<file path="src/hdl/thmr_pkg.sv">
// Shared types, command codes and defaults for the two-hop route finder.
package thmr_pkg;

    localparam int MAX_ROUTES_DEF = 16;
    localparam int NODE_BITS_DEF  = 8;

    localparam int NODE_FIELD_W = 8;
    localparam int PROB_W       = 16;
    localparam int IN_DATA_W    = 56;
    localparam int OUT_DATA_W   = 32;

    localparam logic [PROB_W-1:0] PROB_ONE = 16'd32768;

    localparam logic [1:0] CMD_CLEAR = 2'd0;
    localparam logic [1:0] CMD_ADD   = 2'd1;
    localparam logic [1:0] CMD_QUERY = 2'd2;

    localparam logic [1:0] HOPS_NONE   = 2'd0;
    localparam logic [1:0] HOPS_DIRECT = 2'd1;
    localparam logic [1:0] HOPS_TWO    = 2'd2;

    typedef struct packed {
        logic                    go;
        logic [NODE_FIELD_W-1:0] start_node;
        logic [NODE_FIELD_W-1:0] end_node;
    } thmr_req_t;

    typedef struct packed {
        logic busy;
        logic res_valid;
    } thmr_stat_t;

    typedef struct packed {
        logic [PROB_W-1:0]       best_probability;
        logic [1:0]              hop_count;
        logic [NODE_FIELD_W-1:0] via_node;
    } thmr_res_t;

endpackage

</file>
<file path="src/hdl/thmr_mem.sv">
// Route table memory with one write port and one registered read port.
module thmr_mem
    import thmr_pkg::*;
#(
    parameter int DEPTH = MAX_ROUTES_DEF,
    parameter int WIDTH = 2 * NODE_BITS_DEF + PROB_W
)
(
    input  logic                     clk,
    input  logic                     wr_en,
    input  logic [$clog2(DEPTH)-1:0] wr_addr,
    input  logic [WIDTH-1:0]         wr_data,
    input  logic                     rd_en,
    input  logic [$clog2(DEPTH)-1:0] rd_addr,
    output logic [WIDTH-1:0]         rd_data
);

    logic [WIDTH-1:0] mem [DEPTH];
    logic [WIDTH-1:0] rd_data_reg;

    always_ff @(posedge clk)
    begin
        if (wr_en)
        begin
            mem[wr_addr] <= wr_data;
        end
    end

    always_ff @(posedge clk)
    begin
        if (rd_en)
        begin
            rd_data_reg <= mem[rd_addr];
        end
    end

    assign rd_data = rd_data_reg;

endmodule

</file>
<file path="src/hdl/thmr_scan.sv">
// Query sequencer: scans route pairs through the memory read port and keeps the best.
module thmr_scan
    import thmr_pkg::*;
#(
    parameter int MAX_ROUTES = MAX_ROUTES_DEF,
    parameter int NODE_BITS  = NODE_BITS_DEF
)
(
    input  logic                                                  clk,
    input  logic                                                  rst_n,
    input  thmr_req_t                                             req,
    input  logic [$clog2(MAX_ROUTES+1)-1:0]                       count,
    input  logic [2*((NODE_BITS < 8) ? NODE_BITS : 8)+PROB_W-1:0] rd_data,
    output logic                                                  rd_en,
    output logic [$clog2(MAX_ROUTES)-1:0]                         rd_addr,
    output thmr_stat_t                                            stat,
    output thmr_res_t                                             res,
    input  logic                                                  res_take
);

    localparam int AW = $clog2(MAX_ROUTES);
    localparam int CW = $clog2(MAX_ROUTES + 1);
    localparam int NW = (NODE_BITS < NODE_FIELD_W) ? NODE_BITS : NODE_FIELD_W;
    localparam int PW = 2 * PROB_W;

    localparam logic [2:0] ST_IDLE   = 3'd0;
    localparam logic [2:0] ST_OUTER  = 3'd1;
    localparam logic [2:0] ST_WAIT_A = 3'd2;
    localparam logic [2:0] ST_INNER  = 3'd3;
    localparam logic [2:0] ST_DRAIN  = 3'd4;
    localparam logic [2:0] ST_DONE   = 3'd5;

    logic [2:0]              st_reg, st_next;
    logic [AW-1:0]           i_reg, i_next;
    logic [AW-1:0]           j_reg, j_next;
    logic [NW-1:0]           start_reg, end_reg;
    logic [NW-1:0]           a_dst_reg;
    logic [PROB_W-1:0]       a_prob_reg;
    logic                    rd_vld_reg;
    logic                    rd_kind_reg;
    logic                    rd_kind;
    logic                    s1_vld_reg;
    logic [PW-1:0]           s1_prod_reg;
    logic [1:0]              s1_hops_reg;
    logic [NODE_FIELD_W-1:0] s1_via_reg;
    logic [PROB_W-1:0]       best_reg;
    logic [1:0]              hops_reg;
    logic [NODE_FIELD_W-1:0] via_reg;

    logic [NW-1:0]     rd_src, rd_dst;
    logic [PROB_W-1:0] rd_prob, s1_val;
    logic [CW-1:0]     count_m1;
    logic              last_i, last_j, direct_hit, pair_hit;

    assign rd_src   = rd_data[NW-1:0];
    assign rd_dst   = rd_data[2*NW-1:NW];
    assign rd_prob  = rd_data[2*NW+PROB_W-1:2*NW];
    assign count_m1 = count - CW'(1);
    assign last_i   = (CW'(i_reg) == count_m1);
    assign last_j   = (CW'(j_reg) == count_m1);
    assign s1_val   = s1_prod_reg[PROB_W+14:15];

    assign direct_hit = (st_reg == ST_WAIT_A) && (rd_src == start_reg) && (rd_dst == end_reg);
    assign pair_hit   = rd_vld_reg && rd_kind_reg && (rd_src == a_dst_reg)
                        && (rd_dst == end_reg);

    always_comb
    begin
        st_next = st_reg;
        i_next  = i_reg;
        j_next  = j_reg;
        rd_en   = 1'b0;
        rd_addr = i_reg;
        rd_kind = 1'b0;
        unique case (st_reg)
            ST_IDLE:
            begin
                if (req.go)
                begin
                    i_next  = '0;
                    st_next = (count == '0) ? ST_DRAIN : ST_OUTER;
                end
            end
            ST_OUTER:
            begin
                rd_en   = 1'b1;
                st_next = ST_WAIT_A;
            end
            ST_WAIT_A:
            begin
                if (rd_src == start_reg)
                begin
                    j_next  = '0;
                    st_next = ST_INNER;
                end
                else if (last_i)
                begin
                    st_next = ST_DRAIN;
                end
                else
                begin
                    i_next  = i_reg + AW'(1);
                    st_next = ST_OUTER;
                end
            end
            ST_INNER:
            begin
                rd_en   = 1'b1;
                rd_addr = j_reg;
                rd_kind = 1'b1;
                if (!last_j)
                begin
                    j_next = j_reg + AW'(1);
                end
                else if (last_i)
                begin
                    st_next = ST_DRAIN;
                end
                else
                begin
                    i_next  = i_reg + AW'(1);
                    st_next = ST_OUTER;
                end
            end
            ST_DRAIN:
            begin
                if (!rd_vld_reg && !s1_vld_reg)
                begin
                    st_next = ST_DONE;
                end
            end
            ST_DONE:
            begin
                if (res_take)
                begin
                    st_next = ST_IDLE;
                end
            end
            default:
            begin
                st_next = ST_IDLE;
            end
        endcase
    end

    always_ff @(posedge clk or negedge rst_n)
    begin
        if (!rst_n)
        begin
            st_reg      <= ST_IDLE;
            rd_vld_reg  <= 1'b0;
            s1_vld_reg  <= 1'b0;
            i_reg       <= '0;
            j_reg       <= '0;
        end
        else
        begin
            st_reg     <= st_next;
            rd_vld_reg <= rd_en;
            s1_vld_reg <= direct_hit || pair_hit;
            i_reg      <= i_next;
            j_reg      <= j_next;
        end
    end

    always_ff @(posedge clk)
    begin
        rd_kind_reg <= rd_kind;
        if (st_reg == ST_IDLE && req.go)
        begin
            start_reg <= req.start_node[NW-1:0];
            end_reg   <= req.end_node[NW-1:0];
        end
        if (st_reg == ST_WAIT_A)
        begin
            a_dst_reg  <= rd_dst;
            a_prob_reg <= rd_prob;
        end
        if (direct_hit)
        begin
            s1_prod_reg <= {1'b0, rd_prob, 15'b0};
            s1_hops_reg <= HOPS_DIRECT;
            s1_via_reg  <= '0;
        end
        else
        begin
            s1_prod_reg <= a_prob_reg * rd_prob;
            s1_hops_reg <= HOPS_TWO;
            s1_via_reg  <= NODE_FIELD_W'(a_dst_reg);
        end
        if (st_reg == ST_IDLE && req.go)
        begin
            best_reg <= '0;
            hops_reg <= HOPS_NONE;
            via_reg  <= '0;
        end
        else if (s1_vld_reg && (s1_val > best_reg))
        begin
            best_reg <= s1_val;
            hops_reg <= s1_hops_reg;
            via_reg  <= s1_via_reg;
        end
    end

    assign stat.busy            = (st_reg != ST_IDLE);
    assign stat.res_valid       = (st_reg == ST_DONE);
    assign res.best_probability = best_reg;
    assign res.hop_count        = hops_reg;
    assign res.via_node         = via_reg;

endmodule

</file>
<file path="src/hdl/two_hop_max_reliability_route.sv">
// Top level of the two-hop most-reliable-route finder with stream ports.
// Clear and add transactions do not hold the input; only a query returns a result.
// A query holds the input while it scans the stored routes, those leaving the start node
// and each route paired with them, through the single read port of the route memory.
// The result sits in an output register, so a new transaction is taken while it waits.
// Reset (rst_n, asynchronous, active low) empties the table and clears the overflow flag.
module two_hop_max_reliability_route
    import thmr_pkg::*;
#(
    parameter int MAX_ROUTES = MAX_ROUTES_DEF,
    parameter int NODE_BITS  = NODE_BITS_DEF
)
(
    input  logic                  clk,
    input  logic                  rst_n,
    input  logic                  s_axis_tvalid,
    output logic                  s_axis_tready,
    // Fields from bit 0: command, from_node, to_node, probability, start_node, end_node.
    input  logic [IN_DATA_W-1:0]  s_axis_tdata,
    output logic                  m_axis_tvalid,
    input  logic                  m_axis_tready,
    // Fields from bit 0: best_probability, found, hop_count, via_node, table_overflowed.
    output logic [OUT_DATA_W-1:0] m_axis_tdata
);

    localparam int AW = $clog2(MAX_ROUTES);
    localparam int CW = $clog2(MAX_ROUTES + 1);
    localparam int NW = (NODE_BITS < NODE_FIELD_W) ? NODE_BITS : NODE_FIELD_W;
    localparam int EW = 2 * NW + PROB_W;

    logic [1:0]              cmd;
    logic [NODE_FIELD_W-1:0] from_node, to_node, start_node, end_node;
    logic [PROB_W-1:0]       probability, prob_sat;

    logic [CW-1:0]         count_reg, count_next;
    logic                  ovf_reg, ovf_next;
    logic                  out_valid_reg;
    logic [OUT_DATA_W-1:0] out_data_reg;

    logic          in_acc, wr_en, rd_en, res_take, full, query_go;
    logic [AW-1:0] rd_addr;
    logic [EW-1:0] wr_data, rd_data;
    thmr_req_t     req;
    thmr_stat_t    stat;
    thmr_res_t     res;

    assign cmd         = s_axis_tdata[1:0];
    assign from_node   = s_axis_tdata[9:2];
    assign to_node     = s_axis_tdata[17:10];
    assign probability = s_axis_tdata[33:18];
    assign start_node  = s_axis_tdata[41:34];
    assign end_node    = s_axis_tdata[49:42];

    assign s_axis_tready = !stat.busy;
    assign in_acc        = s_axis_tvalid && s_axis_tready;
    assign full          = (count_reg == CW'(MAX_ROUTES));
    assign prob_sat      = (probability > PROB_ONE) ? PROB_ONE : probability;
    assign wr_data       = {prob_sat, to_node[NW-1:0], from_node[NW-1:0]};

    always_comb
    begin
        count_next = count_reg;
        ovf_next   = ovf_reg;
        wr_en      = 1'b0;
        query_go   = 1'b0;
        if (in_acc)
        begin
            unique case (cmd)
                CMD_CLEAR:
                begin
                    count_next = '0;
                    ovf_next   = 1'b0;
                end
                CMD_ADD:
                begin
                    if (full)
                    begin
                        ovf_next = 1'b1;
                    end
                    else
                    begin
                        wr_en      = 1'b1;
                        count_next = count_reg + CW'(1);
                    end
                end
                CMD_QUERY:
                begin
                    query_go = 1'b1;
                end
                default:
                begin
                    count_next = count_reg;
                end
            endcase
        end
    end

    assign req.go         = query_go;
    assign req.start_node = start_node;
    assign req.end_node   = end_node;

    always_ff @(posedge clk or negedge rst_n)
    begin
        if (!rst_n)
        begin
            count_reg <= '0;
            ovf_reg   <= 1'b0;
        end
        else
        begin
            count_reg <= count_next;
            ovf_reg   <= ovf_next;
        end
    end

    thmr_mem #(
        .DEPTH (MAX_ROUTES),
        .WIDTH (EW)
    ) u_mem (
        .clk     (clk),
        .wr_en   (wr_en),
        .wr_addr (count_reg[AW-1:0]),
        .wr_data (wr_data),
        .rd_en   (rd_en),
        .rd_addr (rd_addr),
        .rd_data (rd_data)
    );

    thmr_scan #(
        .MAX_ROUTES (MAX_ROUTES),
        .NODE_BITS  (NODE_BITS)
    ) u_scan (
        .clk      (clk),
        .rst_n    (rst_n),
        .req      (req),
        .count    (count_reg),
        .rd_data  (rd_data),
        .rd_en    (rd_en),
        .rd_addr  (rd_addr),
        .stat     (stat),
        .res      (res),
        .res_take (res_take)
    );

    assign res_take = stat.res_valid && (!out_valid_reg || m_axis_tready);

    always_ff @(posedge clk or negedge rst_n)
    begin
        if (!rst_n)
        begin
            out_valid_reg <= 1'b0;
        end
        else if (res_take)
        begin
            out_valid_reg <= 1'b1;
        end
        else if (m_axis_tready)
        begin
            out_valid_reg <= 1'b0;
        end
    end

    always_ff @(posedge clk)
    begin
        if (res_take)
        begin
            out_data_reg <= {4'b0, ovf_reg, res.via_node, res.hop_count,
                             (res.best_probability != '0), res.best_probability};
        end
    end

    assign m_axis_tvalid = out_valid_reg;
    assign m_axis_tdata  = out_data_reg;

endmodule

</file>
<file path="config.mk">
export PLATFORM = sky130hd
export DESIGN_NAME = two_hop_max_reliability_route
export DESIGN_NICKNAME = d
export VERILOG_FILES = /design/src/hdl/thmr_pkg.sv /design/src/hdl/thmr_mem.sv /design/src/hdl/thmr_scan.sv /design/src/hdl/two_hop_max_reliability_route.sv
export SDC_FILE = /design/constraint.sdc
export NUM_CORES = 1
export LEC_CHECK = 0
export ABC_CLOCK_PERIOD_IN_PS = 10850
export BUFFER_PORTS_ARGS = -buffer_cell sky130_fd_sc_hd__buf_2
export CAP_MARGIN = 20
export CORE_MARGIN = 2
export CORE_UTILIZATION = 25
export DETAILED_ROUTE_END_ITERATION = 10
export GPL_TIMING_DRIVEN = 0
export MAX_ROUTING_LAYER = met4
export SLEW_MARGIN = 30
export SYNTH_ARGS = -nofsm -noshare
export SYNTH_HDL_FRONTEND = slang
export SYNTH_SLANG_ARGS = --single-unit
</file>
<file path="constraint.sdc">
create_clock -name clk -period 10.85 [get_ports clk]
set_input_delay 0.5425 -clock clk [delete_from_list [all_inputs] [get_ports clk]]
set_output_delay 0.5425 -clock clk [all_outputs]
set_load 0.005 [all_outputs]
</file>
# Word-level counts from Yosys, hierarchy flattened
# Memories as Yosys holds them, arrays and structs flattened. A register that Yosys moved wholly into a read port is not among the register bits.
# Index checks and enable logic that the tools add are counted.
# op_classes
addsub	4
multipliers	1
n_div	0
magnitude_cmp	2
n_eq_ne	22
shift	0
muxes	35
bitwise	0
reduce_logical	31
# op_table
op	count
$mul 16x16->31	1
$mux 31	1
$mux 4	7
$eq 8x8->1	3
$mux 3	7
$pmux 3 s6	1
$gt 16x16->1	1
$gt 16x16->1 const B	1
$mux 16	1
$reduce_bool 16->1	1
$ne 2x2->1 const B	7
$mux 1	12
$pmux 4 s3	1
$eq 4x5->1	2
$logic_and 1x1->1	10
$pmux 5 s2	1
$reduce_and 3->1	3
$add 4x1->4 const B	2
$pmux 4 s2	1
$reduce_and 4->1	2
$eq 3x2->1 const B	2
$eq 3x3->1 const B	2
$reduce_bool 2->1	3
$reduce_bool 3->1	2
other kinds (16)	21
# totals
regBits	141
latch_bits	0
mem_bits_rw	512
rom_bits	0
input_bits	60
out_inout_bits	34
wordCells	116
n_memories	1
# mem_list
memory	words	width	read_ports	rd_clocked_by_memory_dff	wr	line_no	rtl
u_mem.mem	16	32	1	1	1	thmr_mem.sv:18	logic [WIDTH-1:0] mem [DEPTH];

# Longest topological paths before layout
# depth
word_depth	6
ltp_mapped	23
ltp_nobuf	21

# Hierarchy
# From an unflattened synthesis, not the netlist that was laid out.
# unflattened
cells_unflattened	2308
area_unflattened_um2	34585.7
# by_module_without_submodules
module	instances	cells_each	area_each_um2	seq_area_each_um2
thmr_mem	1	838	20155.6	16335.7
thmr_scan	1	1372	12967.4	2587.5
two_hop_max_reliability_route	1	98	1462.7	1016.0

# Worst setup path before layout
# OpenSTA, ideal clock, no wires.
# synth_timing
path_type	reg2reg
startpoint	reg u_mem.rd_data_reg[24], in the netlist u_mem.rd_data[24], read port of u_mem.mem
endpoint	reg u_scan.s1_prod_reg[27]
setup_time_ps	121
t_arrival_ps	5779
t_required_ps	10729
slack_ps	4950
stages_incl_launch_ff	23
path_buffers	2
period_less_slack_ps	5900
cell_sequence	edfxtp_1 clkbuf_1 clkbuf_1 nand2_1 fa_1 inv_1 fa_1 inv_1 fa_1 inv_1 fa_1 fa_1 inv_1 fa_1 inv_1 ha_1 nand4_1 or3_1 nor3_1 o2111ai_1 a41oi_1 xor2_1 mux2_2
# synth_via
elab_chain_cells	2
# synth_lines
item	line_no	rtl
start, declared	thmr_mem.sv:19	logic [WIDTH-1:0] rd_data_reg;
$mul 16x16->31	thmr_scan.sv:187	s1_prod_reg <= a_prob_reg * rd_prob;
$mux 31	thmr_scan.sv:179	if (direct_hit)
end signal, assigned	thmr_scan.sv:181	s1_prod_reg <= {1'b0, rd_prob, 15'b0};
end signal, assigned	thmr_scan.sv:187	
end, declared	thmr_scan.sv:43	logic [PW-1:0] s1_prod_reg;
# Every way passes these cells.
# A chain may end at the register's enable or synchronous reset.

# Worst setup path after layout
# layout_timing
startpoint	reg u_mem.rd_data_reg[24], in the netlist u_mem.rd_data[24], read port of u_mem.mem
endpoint	reg u_scan.s1_prod_reg[30]
# Same word-level chain as after synthesis.

==> out/results.txt <==
TritonCTS built the clock tree. In this run the horizontal extent of the chip is 376 microns. Counting along the longest clock path gives a buffer depth of 3. The wire length after detailed routing was 82,900 microns. Detailed routing placed a total of 41,200 microns of wire on met2.

The placeable core region was 137,000 sq um. At the pin with the least slew margin, the transition time is 929 ps. In the synthesized netlist the dominant register cell turns out to be sky130_fd_sc_hd__edfxtp_1. For the worst setup path, the data required time is 11,340 ps. In this design, the stage delay of the slowest critical-path cell is 650 ps. The sequential area share after synthesis was 0.577.

The number of buffers created by CTS was 71. Type of the worst setup path: flip-flop to flip-flop. The final setup violation count was 0; the highest fanout seen on the critical path was 10.

The run gives 0.121 as the all-layer global routing usage. The number of gates resized after CTS was 0. The placer congestion estimate came out at 0.863.

The met1 layer wirelength in the final routing was 35,600 microns. In this run the cell area of the synthesized design comes to 34,600 sq um. The total of flip-flops plus latches after synthesis was 685; the pin count of the biggest net entering global routing was 33. The share of layout cells above drive strength 1 came out at 0.158.

STA classifies the critical path startpoint as a flip-flop. In this run, placement finished with an instance count of 4,228. Relative to the synthesized area, the layout overhead comes to 15.4%. The number of standard cells after synthesis was 2,341. STA classifies the critical path endpoint as a flip-flop. Total negative setup slack: 0 ps.

The worst register-to-register path begins at u_mem.rd_data[24]. In the post-synthesis netlist, the biggest area contributors are sky130_fd_sc_hd__edfxtp_1 53%, sky130_fd_sc_hd__fa_1 11%, sky130_fd_sc_hd__mux4_2 8.3%, sky130_fd_sc_hd__ha_1 4.3%, sky130_fd_sc_hd__dfxtp_1 3.1%. The path class of the tightest hold or removal check is input port to flip-flop. The ratio of final minimum period to clock period works out to 0.709. The first global-routing pass estimated 126,000 microns of wire.

Summed over all nets, wire length on met3 after detailed routing comes to 4310 microns. The tree is rooted in a sky130_fd_sc_hd__clkbuf_16. Master of the slowest instance on the critical path: sky130_fd_sc_hd__o21ai_0. Setup repair after global routing left no endpoint under its margin. The first-iteration detailed-routing DRC count is 1,307, and the count of unique library cells instantiated by Yosys is 62.

The H-tree depth is 3. The total vias in the final route is 19,166, and the worst hold-check slack is 107 ps. The count of synthesis-stage warnings from yosys is 0, and the chip height is 376 microns. The floorplan has 136 rows. The register with the most flip-flops in the layout has 512 of them.

The worst endpoint data arrival time came out at 8190 ps. The logs give 0 for the leftover overflow at the end of global routing and 58,400 microns for the detailed placer's ending HPWL. The total DRC errors in the routed layout is 0, and the number of global-route vias before repair is 20,315. For this design the top-level I/O count stands at 94.

Counting flops with a built-in enable in the synthesized netlist gives 612. In this design, the critical path's most frequently occurring cell is sky130_fd_sc_hd__fa_1. The count of buffers added on input and output ports is 82.

At the later pin of the worst-skew pair, clock insertion delay measures 620 ps. Uppermost layer routed: met4. The run finished with clean final reports. Number of antenna violations at the first check in global routing: 14. The run gives 5 as the count of TritonRoute iterations in the first routing pass.

The fraction of synthesis flops using an asynchronous set or reset pin was 0.0292. The hold path startpoint was s_axis_tdata[44]. The per-instance average area after synthesis came out at 14.8 sq um. The final number of hold-violating endpoints came out at 0. For the final cell count without fillers, the log shows 4,361.

Using the TritonRoute via totals, the vias-per-cell ratio works out to 4.39. The tool flagged a number of max-cap violations equal to 0. The critical path starts at u_mem.rd_data[24]. Counting I/O delays and the setup requirement, the final critical path takes 7690 ps. The logs give 130 MHz for the highest achievable clock rate and 0 for the count of final max-slew check failures.

The tools report the clock sink count as 685. The run gives 0.252 as the initial core utilization. Clock-pin slew was measured on the worst setup and hold paths at 60 ps. The number of nets with antenna violations after detailed routing is 0. The die covers 141,000 sq um. The tightest slew margin relative to the limit came out at 0.381.

Walking the worst path, the cells encountered are clkbuf_1 -> clkbuf_1 -> nand2_1 -> fa_1 -> inv_1 -> fa_1 -> inv_1 -> fa_1 -> inv_1 -> fa_1 -> fa_1 -> inv_1 -> fa_1 -> inv_1 -> ha_1 -> nand2_1 -> a211oi_1 -> o2111ai_1 -> o21ai_0 -> a21oi_1 -> a31oi_1 -> nor3b_1 -> nor3_1. Average wire length per cell after detail routing: 19.0 microns. sky130_fd_sc_hd__edfxtp_1 takes more of the synthesized area than any other cell. The share of the synthesized area in the top cell type was 0.532. The clock skew was 46.6 ps.

The tools report the net count of the finished layout as 2,879.
cells by family after synthesis:
| family | synth area share |
|---|---|
| buffers and inverters | 0.0441 |
| other | 0.000109 |
| and+or+nand+nor | 0.0794 |
| AOI/OAI and AO/OA | 0.0362 |
| xor gates and xnor gates | 0.0152 |
| muxes | 0.0935 |
| DFF | 0.577 |
| adders and majority gates | 0.154 |
stage by stage:
stage	instance area (sq um)	setup slack (ps)	utilization
detailed placement	37600	2970	0.274
floorplan	34600	4950	-
CTS	39800	2980	0.290
global placement	37200	2990	0.271
global route	39900	2740	0.290
finish	39900	3160	0.290
cell type report:
| class | count | area, sq um |
|---|---|---|
| buffer | 108 | 549 |
| timing repair buffer | 91 | 618 |
| inverter | 260 | 976 |
| tap | 1794 | 2240 |
| clock inverter | 32 | 303 |
| clock buffer | 95 | 1960 |
| multi-input combinational | 1291 | 13300 |
| antenna | 5 | 12.5 |
| sequential | 685 | 19900 |
| fill | 13568 | 97500 |
per-layer routing:
layer	vias to the layer above	GRT usage
met3	134	0.0190
met4	0	0.0308
met5	-	-
li1	8649	-
met2	481	0.203
met1	9902	0.152
cell usage after synthesis (7+ instances only):
cell type and number:
sky130_fd_sc_hd__edfxtp_1 612, sky130_fd_sc_hd__inv_1 260, sky130_fd_sc_hd__nand2_1 257, sky130_fd_sc_hd__fa_1 192
sky130_fd_sc_hd__and2_1 151, sky130_fd_sc_hd__mux4_2 128, sky130_fd_sc_hd__ha_1 119, sky130_fd_sc_hd__clkbuf_1 65
sky130_fd_sc_hd__nor2_1 55, sky130_fd_sc_hd__dfxtp_1 53, sky130_fd_sc_hd__a21oi_1 35, sky130_fd_sc_hd__a31oi_1 35
sky130_fd_sc_hd__a211oi_1 34, sky130_fd_sc_hd__o21ai_0 34, sky130_fd_sc_hd__xnor2_1 30, sky130_fd_sc_hd__xor2_1 30
sky130_fd_sc_hd__mux2i_1 29, sky130_fd_sc_hd__nor2b_1 28, sky130_fd_sc_hd__dfrtp_1 20, sky130_fd_sc_hd__buf_2 15
sky130_fd_sc_hd__a21o_1 14, sky130_fd_sc_hd__nand4_1 14, sky130_fd_sc_hd__buf_6 12, sky130_fd_sc_hd__nor4_1 11
sky130_fd_sc_hd__o21a_1 11, sky130_fd_sc_hd__and3_1 10, sky130_fd_sc_hd__nand3_1 10, sky130_fd_sc_hd__buf_4 9
sky130_fd_sc_hd__nor3_1 9, sky130_fd_sc_hd__buf_1 7
layout by cell type, fill, tap and decap left out, types with 7 or more instances in the layout:
cell type                     n
sky130_fd_sc_hd__a21oi_1     35
sky130_fd_sc_hd__nand3_1     10
sky130_fd_sc_hd__buf_4        9
sky130_fd_sc_hd__buf_1        7
sky130_fd_sc_hd__o21a_1      11
sky130_fd_sc_hd__buf_2       97
sky130_fd_sc_hd__nor2b_1     12
sky130_fd_sc_hd__o21ai_0     34
sky130_fd_sc_hd__a21o_1      14
sky130_fd_sc_hd__nor3_1       8
sky130_fd_sc_hd__mux4_2     128
sky130_fd_sc_hd__edfxtp_1   612
sky130_fd_sc_hd__clkbuf_16   73
sky130_fd_sc_hd__inv_1      260
sky130_fd_sc_hd__nand2_1    257
sky130_fd_sc_hd__xnor2_1     30
sky130_fd_sc_hd__ha_1       119
sky130_fd_sc_hd__a211oi_1    34
sky130_fd_sc_hd__mux2i_1     27
sky130_fd_sc_hd__xor2_1      30
sky130_fd_sc_hd__nor2b_2     14
sky130_fd_sc_hd__nor4_1      10
sky130_fd_sc_hd__clkinv_2     9
sky130_fd_sc_hd__a31oi_1     35
sky130_fd_sc_hd__nor2_1      53
sky130_fd_sc_hd__dfrtp_1     20
sky130_fd_sc_hd__clkinv_1     9
sky130_fd_sc_hd__and2_1     144
sky130_fd_sc_hd__dfxtp_1     53
sky130_fd_sc_hd__nand4_1     14
sky130_fd_sc_hd__buf_6       12
sky130_fd_sc_hd__fa_1       192
sky130_fd_sc_hd__and3_4       8
sky130_fd_sc_hd__clkbuf_1    81
worst max-delay path, delay by kind of cell (launching register included):
family | cells | cell delay [ps]
AOI/OAI and AO/OA | 5 | 1780
adders and majority gates | 7 | 3400
DFF | 1 | 340
and+or+nand+nor | 4 | 690
buffers and inverters | 7 | 1370
timing repair:
action                    4_1_cts  5_1_grt
hold endpoints to repair       20        0
buffers inserted                0        0
hold buffers                    1        0
final timing paths:
path | end | cells past startpoint | slack (ps)
max | u_scan.s1_prod_reg[30] | 23 | 3160
min | u_scan.end_reg[2] | 1 | 110
max reg2reg | u_scan.s1_prod_reg[30] | 23 | 3160
min reg2reg | m_axis_tdata[22] | 0 | 430
max in group asynchronous | u_scan.s1_vld_reg | 2 | 9890
min in group asynchronous | count_reg[4] | 2 | 580
Power is left out: the tool's default activity adds up to more than one toggle a clock period on the data nets, which glitch-free logic cannot reach.
